### config.mk
export PLATFORM = sky130hd
export DESIGN_NAME = key_matrix_debounced_scanner
export DESIGN_NICKNAME = d
export VERILOG_FILES = /design/src/kmds_pkg.sv /design/src/key_matrix_debounced_scanner.sv /design/src/kmds_prio_enc.sv
export SDC_FILE = /design/constraint.sdc
export NUM_CORES = 1
export LEC_CHECK = 0
export BUFFER_PORTS_ARGS = -buffer_cell sky130_fd_sc_hd__buf_2
export CAP_MARGIN = 0
export CORE_MARGIN = 3
export CORE_UTILIZATION = 50
export DETAILED_ROUTE_END_ITERATION = 8
export PLACE_DENSITY = 0.77
export REMOVE_ABC_BUFFERS = 1
export SYNTH_ARGS = -nofsm -noshare
export SYNTH_HDL_FRONTEND = slang
export SYNTH_SLANG_ARGS = --single-unit
### constraint.sdc
create_clock -name clk -period 5 [get_ports clk]
set_clock_uncertainty 0.05 [all_clocks]
set_input_delay 1 -clock clk [delete_from_list [all_inputs] [get_ports clk]]
set_output_delay 1 -clock clk [all_outputs]
set_load 0.05 [all_outputs]
### src/kmds_pkg.sv
// Shared types, constants and the key priority table for the key matrix scanner.
// Used by kmds_prio_enc and key_matrix_debounced_scanner; depends on nothing else.
package kmds_pkg;

    // Number of keys that the fixed priority table holds.
    localparam int TABLE_SIZE = 52;
    // Default key count; only the first TABLE_SIZE table keys are looked at.
    localparam int KEY_TOTAL_DEF = 58;
    // Reset value of the settle time register, in ticks.
    localparam logic [15:0] SETTLE_RESET = 16'd900;

    // Register byte addresses on the configuration port.
    localparam logic [0:0] ADDR_SETTLE_TICKS = 1'b0;

    // Matrix bit position (row * 8 + col) of each key, in priority order.
    localparam logic [5:0] KEY_POS [TABLE_SIZE] = '{
        6'd8,  6'd0,  6'd38, 6'd29, 6'd5,  6'd39,
        6'd17, 6'd35, 6'd34, 6'd18, 6'd49, 6'd42, 6'd19, 6'd43, 6'd12, 6'd20,
        6'd44, 6'd21, 6'd36, 6'd60, 6'd52, 6'd13, 6'd55, 6'd10,
        6'd41, 6'd50, 6'd51, 6'd59, 6'd9,  6'd58, 6'd11, 6'd33,
        6'd28, 6'd7,  6'd31, 6'd1,  6'd25, 6'd2,  6'd26, 6'd3,  6'd27, 6'd4,
        6'd56, 6'd14, 6'd22, 6'd37, 6'd45, 6'd46, 6'd53, 6'd54, 6'd61, 6'd62
    };

    // Scanner phases.
    typedef enum logic [1:0] {
        PH_RELEASE = 2'd0,
        PH_SETTLE  = 2'd1,
        PH_SCAN    = 2'd2,
        PH_CONFIRM = 2'd3
    } kmds_phase_t;

    // Results of the priority encoder for one snapshot.
    typedef struct packed {
        logic       found;      // some table key is held
        logic [5:0] index;      // first held key in priority order
        logic       held_ok;    // the remembered key is still held
    } kmds_enc_t;

    // Matrix position of a table entry; entries beyond the table give zero.
    function automatic logic [5:0] key_pos(input logic [5:0] idx);
        logic [5:0] pos;
        pos = 6'd0;
        if (idx < 6'(TABLE_SIZE))
        begin
            pos = KEY_POS[idx];
        end
        return pos;
    endfunction

endpackage

### src/key_matrix_debounced_scanner.sv
// Top level of the debounced 8 by 8 key matrix scanner: input register, phase
// machine, result register and APB register. Depends on kmds_pkg and kmds_prio_enc.
//
//  Channel  | Signals                                  | Direction | Moves
//  ---------+------------------------------------------+-----------+------------------------
//  input    | in_valid, in_stall, key_lines            | in        | one snapshot per request
//  result   | out_valid, out_stall, key_index/row/col, | out       | one confirmed key per
//           | entropy_count                            |           | request
//  config   | psel, penable, pwrite, paddr, pwdata,    | in/out    | settle_ticks at 0x0
//           | prdata, pready                           |           |
//
// One snapshot is taken per cycle while the input is not stalled; it is registered,
// handled by the phase machine once the result register can take a result, and a
// confirmed key is then registered in the result register.
// Reset is asynchronous and active low; it clears control state and loads
// settle_ticks with 900.
// While a result is stalled, the snapshot in the input register holds and the
// input is stalled once that register is full.
module key_matrix_debounced_scanner #(
    parameter int KEY_TOTAL = kmds_pkg::KEY_TOTAL_DEF
) (
    input  logic        clk,
    input  logic        rst_n,
    // Snapshot input
    input  logic        in_valid,
    output logic        in_stall,
    input  logic [63:0] key_lines,
    // Result output
    output logic        out_valid,
    input  logic        out_stall,
    output logic [5:0]  key_index,
    output logic [2:0]  key_row,
    output logic [2:0]  key_col,
    output logic [15:0] entropy_count,
    // Configuration port
    input  logic        psel,
    input  logic        penable,
    input  logic        pwrite,
    input  logic [0:0]  paddr,
    input  logic [31:0] pwdata,
    output logic [31:0] prdata,
    output logic        pready
);
    import kmds_pkg::*;

    logic        s1_valid_reg;
    logic        s1_valid_next;
    logic [63:0] s1_lines_reg;
    logic        in_take;
    logic        step;

    kmds_phase_t phase_reg;
    kmds_phase_t phase_next;
    logic [15:0] delay_left_reg;
    logic [15:0] delay_left_next;
    logic [5:0]  held_key_reg;
    logic [5:0]  held_key_next;
    logic [15:0] entropy_reg;
    logic [15:0] entropy_next;
    logic [15:0] settle_ticks_reg;
    logic        emit;

    logic        out_valid_reg;
    logic        out_valid_next;
    logic [5:0]  key_index_reg;
    logic [2:0]  key_row_reg;
    logic [2:0]  key_col_reg;
    logic [15:0] entropy_count_reg;
    logic [5:0]  emit_pos;

    kmds_enc_t   enc;

    // Configuration register access.
    assign pready = 1'b1;
    assign prdata = (paddr == ADDR_SETTLE_TICKS) ? {16'd0, settle_ticks_reg} : 32'd0;

    always_ff @(posedge clk or negedge rst_n)
    begin
        if (!rst_n)
        begin
            settle_ticks_reg <= SETTLE_RESET;
        end
        else if (psel && penable && pwrite && pready && (paddr == ADDR_SETTLE_TICKS))
        begin
            settle_ticks_reg <= pwdata[15:0];
        end
    end

    // The held snapshot moves on whenever the result register can take a result.
    assign step          = s1_valid_reg && !(out_valid_reg && out_stall);
    assign in_stall      = s1_valid_reg && !step;
    assign in_take       = in_valid && !in_stall;
    assign s1_valid_next = in_take || (s1_valid_reg && !step);

    always_ff @(posedge clk or negedge rst_n)
    begin
        if (!rst_n)
        begin
            s1_valid_reg <= 1'b0;
        end
        else
        begin
            s1_valid_reg <= s1_valid_next;
        end
    end

    always_ff @(posedge clk)
    begin
        if (in_take)
        begin
            s1_lines_reg <= key_lines;
        end
    end

    // Priority search over the registered snapshot.
    kmds_prio_enc #(
        .KEY_TOTAL (KEY_TOTAL)
    ) u_prio_enc (
        .key_lines (s1_lines_reg),
        .held_key  (held_key_reg),
        .enc       (enc)
    );

    // Next phase.
    always_comb
    begin
        phase_next = phase_reg;
        if (step)
        begin
            case (phase_reg)
                PH_RELEASE:
                begin
                    if (!enc.found)
                    begin
                        phase_next = PH_SETTLE;
                    end
                end
                PH_SETTLE:
                begin
                    if (delay_left_reg == 16'd0)
                    begin
                        phase_next = enc.found ? PH_CONFIRM : PH_SCAN;
                    end
                end
                PH_SCAN:
                begin
                    if (enc.found)
                    begin
                        phase_next = PH_CONFIRM;
                    end
                end
                PH_CONFIRM:
                begin
                    if (delay_left_reg == 16'd0)
                    begin
                        phase_next = enc.held_ok ? PH_RELEASE : PH_SCAN;
                    end
                end
                default:
                begin
                    phase_next = PH_RELEASE;
                end
            endcase
        end
    end

    // Counters, remembered key and the confirm decision.
    always_comb
    begin
        delay_left_next = delay_left_reg;
        held_key_next   = held_key_reg;
        entropy_next    = entropy_reg;
        emit            = 1'b0;
        if (step)
        begin
            case (phase_reg)
                PH_RELEASE:
                begin
                    if (!enc.found)
                    begin
                        delay_left_next = settle_ticks_reg;
                    end
                end
                PH_SETTLE, PH_SCAN:
                begin
                    if (phase_reg == PH_SETTLE && delay_left_reg != 16'd0)
                    begin
                        delay_left_next = delay_left_reg - 16'd1;
                    end
                    else
                    begin
                        // A scan tick: count it and remember the first held key.
                        entropy_next = entropy_reg + 16'd1;
                        if (enc.found)
                        begin
                            held_key_next   = enc.index;
                            delay_left_next = settle_ticks_reg;
                        end
                    end
                end
                PH_CONFIRM:
                begin
                    if (delay_left_reg != 16'd0)
                    begin
                        delay_left_next = delay_left_reg - 16'd1;
                    end
                    else
                    begin
                        emit = enc.held_ok;
                    end
                end
                default:
                begin
                    emit = 1'b0;
                end
            endcase
        end
    end

    always_ff @(posedge clk or negedge rst_n)
    begin
        if (!rst_n)
        begin
            phase_reg      <= PH_RELEASE;
            delay_left_reg <= 16'd0;
            held_key_reg   <= 6'd0;
            entropy_reg    <= 16'd0;
        end
        else
        begin
            phase_reg      <= phase_next;
            delay_left_reg <= delay_left_next;
            held_key_reg   <= held_key_next;
            entropy_reg    <= entropy_next;
        end
    end

    // Result register.
    assign emit_pos       = key_pos(held_key_reg);
    assign out_valid_next = emit || (out_valid_reg && out_stall);

    always_ff @(posedge clk or negedge rst_n)
    begin
        if (!rst_n)
        begin
            out_valid_reg <= 1'b0;
        end
        else
        begin
            out_valid_reg <= out_valid_next;
        end
    end

    always_ff @(posedge clk)
    begin
        if (emit)
        begin
            key_index_reg     <= held_key_reg;
            key_row_reg       <= emit_pos[5:3];
            key_col_reg       <= emit_pos[2:0];
            entropy_count_reg <= entropy_reg;
        end
    end

    assign out_valid     = out_valid_reg;
    assign key_index     = key_index_reg;
    assign key_row       = key_row_reg;
    assign key_col       = key_col_reg;
    assign entropy_count = entropy_count_reg;

    // A confirmed key comes only from a finished confirm settle.
    assert property (@(posedge clk) disable iff (!rst_n)
        emit |-> (phase_reg == PH_CONFIRM) && (delay_left_reg == 16'd0))
        else $error("result issued outside a finished confirm settle");

    // After a result the scanner waits for release again.
    assert property (@(posedge clk) disable iff (!rst_n)
        emit |=> (phase_reg == PH_RELEASE) && out_valid_reg)
        else $error("result not followed by release wait");

    // Row and column always match the reported table entry.
    assert property (@(posedge clk) disable iff (!rst_n)
        out_valid_reg |-> ({key_row, key_col} == key_pos(key_index)))
        else $error("row and column do not match the key index");

    // The entropy count moves only on a scan tick, by one.
    assert property (@(posedge clk) disable iff (!rst_n)
        (entropy_reg != $past(entropy_reg)) |->
            ((entropy_reg == $past(entropy_reg) + 16'd1) && $past(step)
             && ($past(phase_reg) == PH_SCAN || $past(phase_reg) == PH_SETTLE)))
        else $error("entropy count changed outside a scan tick");

    // The input stalls only while the snapshot register holds a waiting request.
    assert property (@(posedge clk) disable iff (!rst_n)
        in_stall |-> (s1_valid_reg && out_valid_reg && out_stall))
        else $error("input stalled without a blocked result");

endmodule

### src/kmds_prio_enc.sv
// Priority encoder over the key table for one active-low matrix snapshot.
// Depends on kmds_pkg for the table, the key_pos function and kmds_enc_t.
module kmds_prio_enc #(
    parameter int KEY_TOTAL = kmds_pkg::KEY_TOTAL_DEF
) (
    input  logic [63:0]        key_lines,
    input  logic [5:0]         held_key,
    output kmds_pkg::kmds_enc_t enc
);
    import kmds_pkg::*;

    // Keys beyond the table are never looked at.
    localparam int UsedKeys = (KEY_TOTAL > TABLE_SIZE) ? TABLE_SIZE : KEY_TOTAL;

    // Walk down from the lowest priority so that the first held key wins.
    always_comb
    begin
        enc.found = 1'b0;
        enc.index = 6'd0;
        for (int i = UsedKeys - 1; i >= 0; i--)
        begin
            if (!key_lines[KEY_POS[i]])
            begin
                enc.found = 1'b1;
                enc.index = 6'(i);
            end
        end
        // A remembered key outside the used table counts as released.
        enc.held_ok = (held_key < 6'(UsedKeys)) && !key_lines[key_pos(held_key)];
    end

endmodule
=== Yosys cells after proc, flatten, opt, wreduce, memory -nomap -nowiden ===
Memory sizes are Yosys's and may differ from the RTL's.
Index checks and enable logic that the tools add are counted.

* Equality and inequality tests: 9
* Reduce and logical (&&, ||, !) cells: 23
* Multiply operators: 0
* Shifts and indexed selects: 0
* $lt $le $gt $ge: 3
* Bitwise operators: 3
* Muxes and demuxes: 73
* $add $sub $neg: 2
* Divide/modulo/power cells: 0

{| class="wikitable"
|+ Operators with widths
! operator !! number
|-
| $mux 7 || 52
|-
| $mux 16 || 5
|-
| $pmux 16 s3 || 1
|-
| $mux 6 || 3
|-
| $add 16x1->16 const B || 1
|-
| $logic_not 16->1 || 1
|-
| $reduce_bool 16->1 || 1
|-
| $sub 16x1->16 const B || 1
|-
| $mux 2 || 5
|-
| $ne 2x2->1 const B || 5
|-
| $logic_and 1x1->1 || 9
|-
| $pmux 2 s4 || 1
|-
| $reduce_and 4->1 || 2
|-
| $ge 7x7->1 const B || 1
|-
| $lt 6x7->1 const B || 1
|-
| $not 6->7 || 1
|-
| $bmux 1 s6 || 1
|-
| $lt 6x6->1 const B || 1
|-
| $mux 1 || 5
|-
| $reduce_and 5->1 || 1
|-
| $eq 2x2->1 const B || 2
|-
| $logic_not 1->1 || 4
|-
| $ne 3x3->1 const B || 1
|-
| $reduce_and 3->1 || 1
|-
| 5 further kinds || 7
|}

* Word-level logic and storage cells: 126
* RAM bits: 0
* Register bits after elaboration: 150
* Memories: 1
* Latch bits: 0
* Memory bits (read-only): 384
* Input port bits: 104

{| class="wikitable"
|+ Memories
! name !! depth !! width !! read ports !! clocked after memory_dff !! wr ports !! line !! source
|-
| (name not given) || 64 || 6 || 1 || 0 || 0 || kmds_pkg.sv:46 || <nowiki>pos = KEY_POS[idx];</nowiki>
|}

=== Logic depth before layout (Yosys ltp) ===
* Depth in word-level cells: 55
* Gate-level depth with buffers: 15
* Mapped depth without buffers: 13

=== By module ===
A second synthesis with hierarchy kept.

* Cell total of the unflattened synthesis: 833
* Area, all modules: 8944.8 µm²

{| class="wikitable"
|+ Modules (own cells, without submodules)
! module !! cells an instance !! sequential area each (µm²) !! instances !! area each (µm²)
|-
| key_matrix_debounced_scanner || 533 || 4219.0 || 1 || 6912.9
|-
| kmds_prio_enc || 300 || 0.0 || 1 || 2031.9
|}

=== Least setup slack after synthesis ===
OpenSTA, ideal clock, no wires.

* Path kind: reg2reg
* Start point: reg held_key_reg[0]
* End point: reg entropy_count_reg[0], in the netlist entropy_count[0] (enable)
* Buffers on the path: 2
* Stages on the path, launching flop included: 16
* Clock period less this slack: 5463 ps
* Setup time: 448 ps
* Data arrival time: 4965 ps
* Setup slack: -463 ps
* Data required time: 4502 ps
* Cell sequence: dfrtp_1 inv_1 ha_1 mux2i_1 mux2_4 and3b_1 buf_6 nor2_8 inv_4 buf_6 a21oi_1 mux2i_1 mux4_2 o22ai_2 a41oi_2 nor3_1

* Longest elaborated chain between the ends: 12

{| class="wikitable"
|+ RTL lines
! element !! line !! source
|-
| from (decl) || key_matrix_debounced_scanner.sv:56 || <nowiki>logic [5:0] held_key_reg;</nowiki>
|-
| from (signal assigned) || key_matrix_debounced_scanner.sv:233 || <nowiki>held_key_reg <= held_key_next;</nowiki>
|-
| $not 6->7 (implied by the code) || kmds_pkg.sv:46 ||
|-
| $mem_v2 64x6 || - ||
|-
| $mux 6 (implied by the code) (2 in series) || kmds_pkg.sv:46 ||
|-
| $mux 6 || kmds_pkg.sv:44 || <nowiki>if (idx < 6'(TABLE_SIZE))</nowiki>
|-
| $bmux 1 s6 || kmds_prio_enc.sv:29 || <nowiki>enc.held_ok = (held_key < 6'(UsedKeys)) && !key_lines[key_pos(held_key)];</nowiki>
|-
| $mux 1 (implied by the code) || kmds_prio_enc.sv:29 ||
|-
| $logic_not 1->1 || kmds_prio_enc.sv:29 ||
|-
| $logic_and 1x1->1 (*) || kmds_prio_enc.sv:29 ||
|-
| $mux 1 (*) || key_matrix_debounced_scanner.sv:203 || <nowiki>if (delay_left_reg != 16'd0)</nowiki>
|-
| $mux 1 (*) || key_matrix_debounced_scanner.sv:176 || <nowiki>case (phase_reg)</nowiki>
|-
| $mux 1 (*) || key_matrix_debounced_scanner.sv:174 || <nowiki>if (step)</nowiki>
|-
| named net emit || key_matrix_debounced_scanner.sv:61 || <nowiki>logic emit;</nowiki>
|-
| to (signal assigned) || key_matrix_debounced_scanner.sv:261 || <nowiki>entropy_count_reg <= entropy_reg;</nowiki>
|-
| to (decl) || key_matrix_debounced_scanner.sv:68 || <nowiki>logic [15:0] entropy_count_reg;</nowiki>
|}

The timed path passes the listed nets; every way through them passes the cells marked *. The select of a mux whose other input is x is not followed.
A chain may end at the register's enable or synchronous reset.

=== Worst setup path in the final report ===
* Start point: reg held_key_reg[0]
* End point: reg key_row_reg[0], in the netlist key_row[0] (enable)

* Longest elaborated chain between the ends: 12

{| class="wikitable"
|+ RTL lines
! element !! line !! source
|-
| $not 6->7 (implied by the code) || kmds_pkg.sv:46 ||
|-
| $mem_v2 64x6 || - ||
|-
| $mux 6 (implied by the code) (2 in series) || kmds_pkg.sv:46 ||
|-
| $mux 6 || kmds_pkg.sv:44 ||
|-
| $bmux 1 s6 || kmds_prio_enc.sv:29 ||
|-
| $mux 1 (implied by the code) || kmds_prio_enc.sv:29 ||
|-
| $logic_not 1->1 || kmds_prio_enc.sv:29 ||
|-
| $logic_and 1x1->1 (*) || kmds_prio_enc.sv:29 ||
|-
| $mux 1 (*) || key_matrix_debounced_scanner.sv:203 ||
|-
| $mux 1 (*) || key_matrix_debounced_scanner.sv:176 ||
|-
| $mux 1 (*) || key_matrix_debounced_scanner.sv:174 ||
|-
| named net emit || key_matrix_debounced_scanner.sv:61 ||
|-
| to (decl) || key_matrix_debounced_scanner.sv:66 || <nowiki>logic [2:0] key_row_reg;</nowiki>
|}

Marks and branches as above.

==> flow_summary.ini <==
[cts]
cts_tree = built
cts_resized = 0
cts_setup_buffers = 0
worstSkewPairLatency_ns = 0.42
clock-sinks = 150
cts_buffers = 17
clock-root-buffer = clkbuf_16
htreeDepth = 4
clk_path_buf_depth = 2
clk_pin_slew_ns = 0.06
cts_hold_buffers = 0

[route]
post-route-drc-count = 0
viasPerCell = 5.791
drt_iter0_drc = 623
dr.pass1.iters = 5
vias = 6040
avgRoutedWirePerCell_um = 16.62
routed_wl_mm = 17.33
drtAntennaViolNets = 0

[yosys]
synthFlopType = edfxtp_1
avgSynthCellArea_um2 = 10.73
synth_area_leaders = edfxtp_1 36%, dfrtp_1 18%, nand2_1 3.7%, o21ai_0 3.5%, a21oi_1 3.2%
yosys.area.top_type = edfxtp_1
synth_top_cell_area_share_pct = 36.07
synth_edf_count = 92
yosysSeqAreaShare_pct = 55.09
yosysWarnings = 0
async_flop_share_pct = 38.67
yosys_register_bits = 150
ys_types = 72
netlist_instances = 714
syn-cell-area_um2 = 7659

[critical_path]
max_stage_delay_ns = 0.60
worstPathRequired_ns = 5.02
critPathCaptureType = flip-flop
critPathSlowestCell = dfrtp_1
ff2ff_path_depth = 14
critPathMaxFanout = 28
arrival_ns = 4.54
start_kind = flip-flop
path_common_cell = mux2i_1
crit_type = reg2reg
crit_chain = inv_1 > ha_1 > mux2i_1 > mux2_4 > and3b_1 > nor2_8 > inv_4 > mux2i_1 > mux2i_1 > mux4_2 > o22ai_2 > a41oi_2 > nor3_2 > buf_4

[cells_and_area]
layout_common_cells = 133 x buf_2, 92 x edfxtp_1, 75 x nand2_1
drive_gt1_share_pct = 24.56
layout.cells.non_filler = 1043
fin_nets = 962
final_common_cell = buf_2
num_antenna_cells = 0
largest_reg_flops = 64
final_cell_area_um2 = 9011
ff_latch_area_um2 = 4219
area_delta_synth_final_pct = 17.66
fillers = 1204
multi_input_area_um2 = 3137

[sta]
period_needed_ns = 4.519
hold_viol_final = 0
drv_slew = 0
tns_ns = 0
fin_crit_sh_pct = 90.39
worst_pin_slew_ns = 1.002
slew_headroom_pct = 33.17
setup_viol = 0
max_freq_mhz = 221.3
grt_setup_unrepaired = false

[die]
design.die.area_um2 = 16840
die_x_um = 129.8
die_y_um = 129.8
core_area_um2 = 14750
start_util_pct = 51.91
row_count = 44
ios = 167

[power_and_ir_drop]
power.density_nw_per_um2 = 567.2
power_mw = 5.111
peakVddDrop_uv = 378.1
p_leak_nw = 3.701

[global_route]
grt_pass1_vias = 5601
grt_use_total_pct = 21.43
grt_max_degree = 59
grt_overflow = 0
antenna_found_initial = 0
grt_pass1_wl_mm = 28.30

[placed_design]
gp_congestion = 0.8886
port_buffers = 133
placedCellCount = 1011
hpwl_mm = 12.44
place_area_um2 = 8434

[job]
cap_viol_max_count = 0

[min_path]
min_path_cells = 0
hold_path_class = reg2reg

[outcome]
status = finished clean
## where the power goes
part	internal (mW)	switching (mW)	total (mW)
logic	0.803	1.36	2.16
clock network	0.735	0.501	1.24
registers	1.52	0.198	1.72
## final timing paths
path	to	slack, ns	from
setup / recovery	key_row[0]$_DFFE_PP_	0.48	held_key_reg[0]$_DFFE_PN0P_
hold / removal	entropy_count[15]$_DFFE_PP_	0.41	entropy_reg[15]$_DFFE_PN0P_
setup reg to reg	key_row[0]$_DFFE_PP_	0.48	held_key_reg[0]$_DFFE_PN0P_
hold reg to reg	entropy_count[15]$_DFFE_PP_	0.41	entropy_reg[15]$_DFFE_PN0P_
max in group asynchronous	entropy_reg[1]$_DFFE_PN0P_	3.72	rst_n
min in group asynchronous	entropy_reg[11]$_DFFE_PN0P_	0.67	rst_n
## through the flow
| stage | setup WS, ns | hold slack, ns | utilization (%) |
|---|---|---|---|
| 4_1_cts | 0.4987 | 0.4207 | 61.08 |
| 3_3_place_gp | 0.5990 | 0.4021 | 57.17 |
| 6_report | 0.4806 | 0.4150 | 61.08 |
| 5_1_grt | 0.1465 | 0.4370 | 61.08 |
| 3_5_place_dp | 0.5324 | 0.4036 | 57.17 |
| 2_1_floorplan | -0.6522 | 0.3910 | - |
## kinds of logic (layout without fill, tap and decap cells)
logic type	count (synthesis)	in the layout	synth area share, %
compound gates	178	178	14.48
other cells	2	17	0.09806
flops	150	150	55.09
xor+xnor	16	16	1.830
fa+ha+maj	12	12	1.960
simple gates	245	245	16.14
mux	38	38	5.636
buf+inv	73	203	4.770
## worst max-delay path: cells and delay by family (launching register included)
kind                     cells  cell delay, ns
AO/OA/AOI/OAI                2            0.20
flip-flops                   1            0.60
adder cells (fa/ha/maj)      1            0.43
buffers and inverters        3            0.68
AND/OR/NAND/NOR              3            0.83
multiplexers                 5            1.35
## cell usage after synthesis (3+ instances only)
master and n:
a32oi_1 3, o21ai_1 5, a31oi_1 11, and3_1 5, nand2_1 75, o2111ai_1 4, xor2_1 4, a41oi_1 3
nand3_1 25, nor3_1 10, a311oi_1 4, buf_4 17, edfxtp_1 92, mux2i_1 18, nor2_1 47, or3_1 3
nand4_1 20, nor4_1 4, clkbuf_1 18, dfrtp_1 54, buf_2 8, o21bai_1 3, a211oi_1 8, nor2b_1 21
o211ai_1 6, xnor2_1 12, or2_2 3, a21oi_1 49, o31ai_1 3, inv_1 25, and4_1 3, mux2_2 17
nand2b_1 13, ha_1 12, o21ai_0 53, dfstp_2 4, a22oi_1 5
## cell type report
type | count | area share (%)
clock inverters | 15 | 1.680
clock buffers | 17 | 4.721
well taps | 184 | 2.555
inverters | 28 | 1.194
repair buffers | 143 | 8.220
multi-input cells | 506 | 34.81
flip-flops and latches | 150 | 46.82
## layer usage
metal	wire (um)	global-route usage, %	up-vias
met4	255	7.152	0
met5	0	0	-
met1	7551	30.92	2864
met3	1394	4.544	17
met2	8131	32.64	285
li1	-	-	2874
Note: power is estimated with default switching activity, not from simulation.
